File: config.mk
export PLATFORM = sky130hd
export DESIGN_NAME = pru_emitter
export DESIGN_NICKNAME = d
export VERILOG_FILES = /design/src/sv/pru_pkg.sv /design/src/sv/pru_emitter.sv
export SDC_FILE = /design/constraint.sdc
export NUM_CORES = 1
export LEC_CHECK = 0
export BUFFER_PORTS_ARGS = -buffer_cell sky130_fd_sc_hd__buf_2
export CAP_MARGIN = 0
export CORE_MARGIN = 5
export CORE_UTILIZATION = 48
export CTS_BUF_LIST = sky130_fd_sc_hd__clkbuf_8
export DETAILED_ROUTE_END_ITERATION = 6
export GPL_ROUTABILITY_DRIVEN = 0
export MAX_ROUTING_LAYER = met4
export PLACE_DENSITY = 0.81
export SYNTH_ARGS = -nofsm -noshare
export SYNTH_HDL_FRONTEND = slang
export SYNTH_SLANG_ARGS = --single-unit
File: constraint.sdc
create_clock -name clk -period 3.1 [get_ports clk]
set_input_delay 0.465 -clock clk [delete_from_list [all_inputs] [get_ports clk]]
set_output_delay 0.465 -clock clk [all_outputs]
set_load 0.01 [all_outputs]
File: src/sv/pru_pkg.sv
`timescale 1ns / 1ps
// shared types and constants for the pixel replicating upscaler
package pru_pkg;

  localparam int PixW    = 24;
  localparam int WidthW  = 13;
  localparam int ScaleW  = 5;
  localparam int ApbW    = 32;
  localparam int AddrW   = 3;

  // register indexes
  localparam logic REG_SOURCE_WIDTH = 1'b0;
  localparam logic REG_SCALE_FACTOR = 1'b1;

  // input item kinds
  localparam logic KIND_SOURCE = 1'b0;
  localparam logic KIND_REPLAY = 1'b1;

  typedef struct packed {
    logic [7:0] red;
    logic [7:0] green;
    logic [7:0] blue;
  } pixel_t;

  typedef struct packed {
    logic       kind;
    logic [7:0] blue;
    logic [7:0] green;
    logic [7:0] red;
  } in_item_t;

  typedef struct packed {
    logic [7:0] out_blue;
    logic [7:0] out_green;
    logic [7:0] out_red;
    logic       is_padding;
    logic       row_end;
    logic       error;
    logic       last;
  } out_item_t;

  // one item's work handed to the beat generator
  typedef struct packed {
    pixel_t pixel;
    logic   ends;
    logic   err;
  } job_t;

endpackage

File: src/sv/pru_emitter.sv
`timescale 1ns / 1ps
// beat generator: repeats one pixel, appends row padding, holds the output beat
module pru_emitter #(
  parameter int MAX_SCALE = 16,
  parameter int SCW       = 5
) (
  input  logic                clk,
  input  logic                rst_n,
  input  logic                job_valid,
  output logic                job_ready,
  input  pru_pkg::job_t       job,
  input  logic [SCW-1:0]      scale,
  input  logic [1:0]          pad,
  output logic                out_valid,
  input  logic                out_ready,
  output pru_pkg::out_item_t  out_data
);
  import pru_pkg::*;

  localparam int TW = $clog2(MAX_SCALE + 3);

  logic           busy_r, busy_nxt;
  logic [TW-1:0]  idx_r, idx_nxt;
  logic [TW-1:0]  last_idx_r;
  logic [SCW-1:0] scale_r;
  job_t           job_r;

  logic           last_beat;
  logic           load;
  logic           is_pad;
  logic [TW-1:0]  total;

  assign last_beat = (idx_r == last_idx_r);
  assign job_ready = !busy_r || (out_ready && last_beat);
  assign load      = job_valid && job_ready;

  always_comb begin
    if (job.err) begin
      total = TW'(1);
    end else if (job.ends) begin
      total = TW'(scale) + TW'(pad);
    end else begin
      total = TW'(scale);
    end
  end

  always_comb begin
    busy_nxt = busy_r;
    idx_nxt  = idx_r;
    if (load) begin
      busy_nxt = 1'b1;
      idx_nxt  = '0;
    end else if (busy_r && out_ready) begin
      if (last_beat) begin
        busy_nxt = 1'b0;
      end else begin
        idx_nxt = idx_r + TW'(1);
      end
    end
  end

  always_ff @(posedge clk) begin
    if (!rst_n) begin
      busy_r <= 1'b0;
      idx_r  <= '0;
    end else begin
      busy_r <= busy_nxt;
      idx_r  <= idx_nxt;
    end
  end

  // job payload, no reset needed
  always_ff @(posedge clk) begin
    if (load) begin
      job_r      <= job;
      last_idx_r <= total - TW'(1);
      scale_r    <= job.err ? SCW'(1) : scale;
    end
  end

  assign is_pad    = (idx_r >= TW'(scale_r));
  assign out_valid = busy_r;

  always_comb begin
    out_data            = '0;
    out_data.out_blue   = is_pad ? 8'd0 : job_r.pixel.blue;
    out_data.out_green  = is_pad ? 8'd0 : job_r.pixel.green;
    out_data.out_red    = is_pad ? 8'd0 : job_r.pixel.red;
    out_data.is_padding = is_pad;
    out_data.row_end    = job_r.ends && last_beat;
    out_data.error      = job_r.err;
    out_data.last       = last_beat;
  end

endmodule

; ---- After elaboration in Yosys (flattened, before gate mapping)
; Index checks and enable logic that the tools add are counted.
[word_totals]
inputBits = 37
output_inout_bits = 30
ff_bits = 42
word_cells = 35
[op_classes]
muxes = 8
order_cmp = 1
n_eq_ne = 1
add_sub_neg = 3
bitwise_logic = 2
reduce_logical = 11
[op_table]
columns = op, n
row1 = two-way mux 8 bit, 3
row2 = two-way mux 5 bit, 2
row3 = adder 5 x 1 -> 5 bit (second input constant), 1
row4 = adder 5 x 2 -> 5 bit, 1
row5 = == test 5 bit, 1
row6 = >= comparator 5 bit, 1
row7 = subtractor 5 x 1 -> 5 bit (second input constant), 1
row8 = logical AND 1 bit, 4
row9 = AND reduction 2 bit, 2
row10 = nonzero test 2 bit, 2
row11 = two-way mux 1 bit, 3
row12 = inverter 1 bit, 2
row13 = OR reduction 2 bit, 1
row14 = logical NOT 1 bit, 1
row15 = logical OR 1 bit, 1

; ---- Depth between registers and ports, before layout
[depth]
ltp_word = 6
depth_mapped = 8
ltp_nobuf = 7

; ---- Least setup slack after synthesis
; OpenSTA, ideal clock, no wires.
[synth_path]
path_type = register to register
from = register last_idx_r[1]
to = register job_r[10] (netlist name) (enable)
setup_slack_ns = 0.057
synth_period_minus_slack_ns = 3.043
required_ns = 2.671
arrival_time_ns = 2.614
setup_time_ns = 0.429
stages_incl_launch_ff = 6
n_path_buf = 1
path_cell_list = edfxtp_1 -> xnor2_1 -> and3_1 -> buf_6 -> a31oi_1 -> nor2_1
[synth_via]
elab_chain_cells = 4
[synth_rtl]
columns = element, line_no
row1 = from (decl), pru_emitter.sv:24  ; logic [TW-1:0] last_idx_r;
row2 = from (signal assigned), pru_emitter.sv:76  ; last_idx_r <= total - TW'(1);
row3 = == test 5 bit, pru_emitter.sv:33  ; assign last_beat = (idx_r == last_idx_r);
row4 = logical AND 1 bit, pru_emitter.sv:34  ; assign job_ready = !busy_r || (out_ready && last_beat);
row5 = logical OR 1 bit, pru_emitter.sv:34
row6 = logical AND 1 bit, pru_emitter.sv:35  ; assign load = job_valid && job_ready;
row7 = to (signal assigned), pru_emitter.sv:75  ; job_r <= job;
row8 = to (decl), pru_emitter.sv:26  ; job_t job_r;
; No other way between the ends.
; A chain may end at the register's enable or synchronous reset.

==> key figures <==
Run status
  • Status: finished clean

Clocking
  • CTS tree: yes
  • CTS resizes: 0
  • CTS Hold Bufs: 0
  • # Post-CTS Setup Buffers: 0
  • Root Driver: clkbuf_8
  • Clk buf depth: 2
  • H-tree levels: 2
  • Worst skew pair latency: 0.29 ns
  • CTS clk-pin slew, worst paths: 0.08 ns
  • Sink Count: 42
  • Total CTS buffers: 5

Synth
  • Yosys cell types: 43
  • Register area share after synthesis: 52.60%
  • Fraction of registers with async set/reset: 0%
  • Top FF cell, synth: edfxtp_1
  • Net Count, Synth: about 250
  • Number of synthesized flops with an enable pin: 36
  • FF+latch count, synth: 42
  • Synth Warn #: 0
  • Count leader, synth: edfxtp_1
  • Synth top cells by count: edfxtp_1 (36), inv_1 (35), a211oi_1 (27)
  • Top cell type's share of synthesized area: 47.34%
  • Post-synthesis cell area: 2283 um^2
  • Mean Syn Cell Area: 11.14 um^2
  • Mapped Cells: 205
  • Area leader, netlist: edfxtp_1
  • Ranking of synthesized cells by area: edfxtp_1 (47%), a211oi_1 (8.9%), inv_1 (5.8%)

STA
  • Min Tclk post-route: about 2.8 ns
  • Slew Viols, Final: 0
  • Final hold viol count: 0
  • Slew Limit Headroom: a little over two fifths
  • Clk_skew: between 0.006 and 0.007 ns
  • Highest clock rate: 362.2 MHz
  • Final setup viols: 0
  • Fin crit share: 89.06%
  • Slew @ Worst Pin: 0.8596 ns
  • RSZ-0062 raised after global routing: false
  • Setup TNS: 0 ns

Finish
  • Share of cells above drive strength 1: between 30% and 40%
  • Layout Nets: 314
  • Final Instance Area: 2734 um^2
  • Fill count: 389
  • N_diodes: 0
  • Area Overhead vs Synth: 19.73%

Setup path
  • FF-to-FF Start: idx_r[2]
  • Critical setup path kind: flip-flop to output pin
  • Startpoint Class: flip-flop
  • Beginning of the critical path: idx_r[0]
  • Worst Path Arrival: 2.30 ns
  • Crit-path max FO: 25
  • Crit end category: output pin
  • CP required: 2.63 ns

Route
  • DRT Pass-1 Iters: 4
  • Via count: 1719
  • DR iter-0 viols: about 120
  • WL/cell: around 14 um
  • Via density: approximately 5.3
  • DRC: 0
  • Detailed-route wire length: approximately 4400 um
  • ANT nets after route: 0

Global route
  • First-pass GRT wire length: 7314 um
  • Largest net degree at the start of global routing: 26
  • Vias in the first global route: 1658
  • Initial antenna violation count: 0
  • Total grt overflow: 0
  • GR Util All Layers: 15.15%

Placement
  • DP Wirelength: 3371 um
  • Post-placement cell area: around 2600 um^2
  • IO Port Bufs: 66

Floorplanning
  • Die width: between 70 and 80 um
  • Die Area: around 6200 um^2
  • # rows: 25
  • Core Box Area: about 4700 um^2
  • Initial Util: between 40% and 50%
  • Die Span Y: 78.97 um
  • IO Pins: 67

Power
  • Seq pwr share: a little under three fifths
  • Sw power: 311.9 uW
  • PD cells: between 400 and 500 nW/um^2
  • Sw frac: 25.87%
  • Leakage: 0.001216 uW
  • Total power: 1205 uW
  • Pint: 893.6 uW
  • Gate power share: 17.2%
  • Worst IR Drop VDD: 0.2729 mV
  • Clock network power share: 27.7%

Min path
  • Worst Hold Class: input pin to flip-flop
  • Hold Path Origin: job[6]

Job
  • MaxCap Viol Count: 0
[metal layers]
layer / vias up / track usage, % / wire, um / part of all wire [%]
li1: 865 / - / - / -
met4: 0 / 7.732 / 94 / 2.1
met5: - / - / 0 / 0
met2: 60 / 25.67 / 2357 / 53
met3: 13 / 2.494 / 206 / 4.7
met1: 781 / 17.35 / 1765 / 40
[cell type report]
| type | count | area, um^2 | share of cell area (%) |
|---|---|---|---|
| repair buffers | 68 | 357.8 | 13.09 |
| multi-input cells | 115 | 890.9 | 32.59 |
| clock buffers | 5 | 68.82 | 2.517 |
| clock inverters | 3 | 16.27 | 0.5950 |
| inverters | 35 | 131.4 | 4.805 |
| well taps | 54 | 67.56 | 2.471 |
| flip-flops and latches | 42 | 1201 | 43.94 |
[layout by cell type (no fill, tap or decap), drive strengths merged, types with 2 or more instances in the layout]
master  count
buf        68
inv        37
edfxtp     36
a211oi     27
ha          9
a31oi       8
nand2       7
nor2b       6
dfxtp       6
clkbuf      5
a21o        5
xnor2       4
xor2        4
nand3       4
o21ai       4
nor2        4
a21oi       4
or2         3
and3        3
and2        2
nand4b      2
o21a        2
a311oi      2
[metrics by stage]
| step | hold slack [ns] | std cells | worst slack (ns) | util (%) |
|---|---|---|---|---|
| floorplan | 0.5371 | 205 | 0.05682 | - |
| global placement | 0.5801 | 314 | 0.5928 | 56.81 |
| detailed placement | 0.5814 | 314 | 0.5300 | 56.81 |
| CTS | 0.3364 | 322 | 0.1948 | 58.63 |
| global route | 0.3329 | 322 | 0.1504 | 58.66 |
| finish | 0.3458 | 322 | 0.3392 | 58.66 |
[power groups by stage]
stage / Clock (uW) / Sequential (uW) / Combinational [uW]
2_1_floorplan: 0 / 676 / 130
3_3_place_gp: 0 / 676 / 202
3_5_place_dp: 0 / 677 / 208
4_1_cts: 348 / 664 / 209
5_1_grt: 368 / 667 / 232
6_report: 334 / 664 / 207
[critical path: stages, from the launching register on]
cell and delay (ns):
dfxtp_1 0.46, inv_1 0.08, ha_1 0.28, nand2b_1 0.13, a21o_1 0.17, a21o_2 0.37, a211oi_1 0.32, buf_2 0.19
[cells by family (layout without fill, tap and decap cells)]
family          count (synthesis)  after routing  synth area share, %
buf+inv                        48            111                8.767
xor+xnor                        8              8                3.068
simple gates                   36             36                8.768
compound gates                 60             60                20.55
mux                             1              1               0.4384
flops                          42             42                52.60
fa+ha+maj                      10             10                5.808
[worst paths after layout]
path         slack [ns]            to  cells after the start
max                0.34  out_data[14]                      7
min                0.35      job_r[6]                      1
max reg2reg        0.70     job_r[17]                      5
min reg2reg        0.59      idx_r[3]                      2
[registers in the layout (all words and copies together) (netlist names)]
register	cells
job_r	25
idx_r	5
last_idx_r	5
scale_r	5
out_data	1
out_valid	1
No activity file was read; power rests on OpenSTA's default activity.
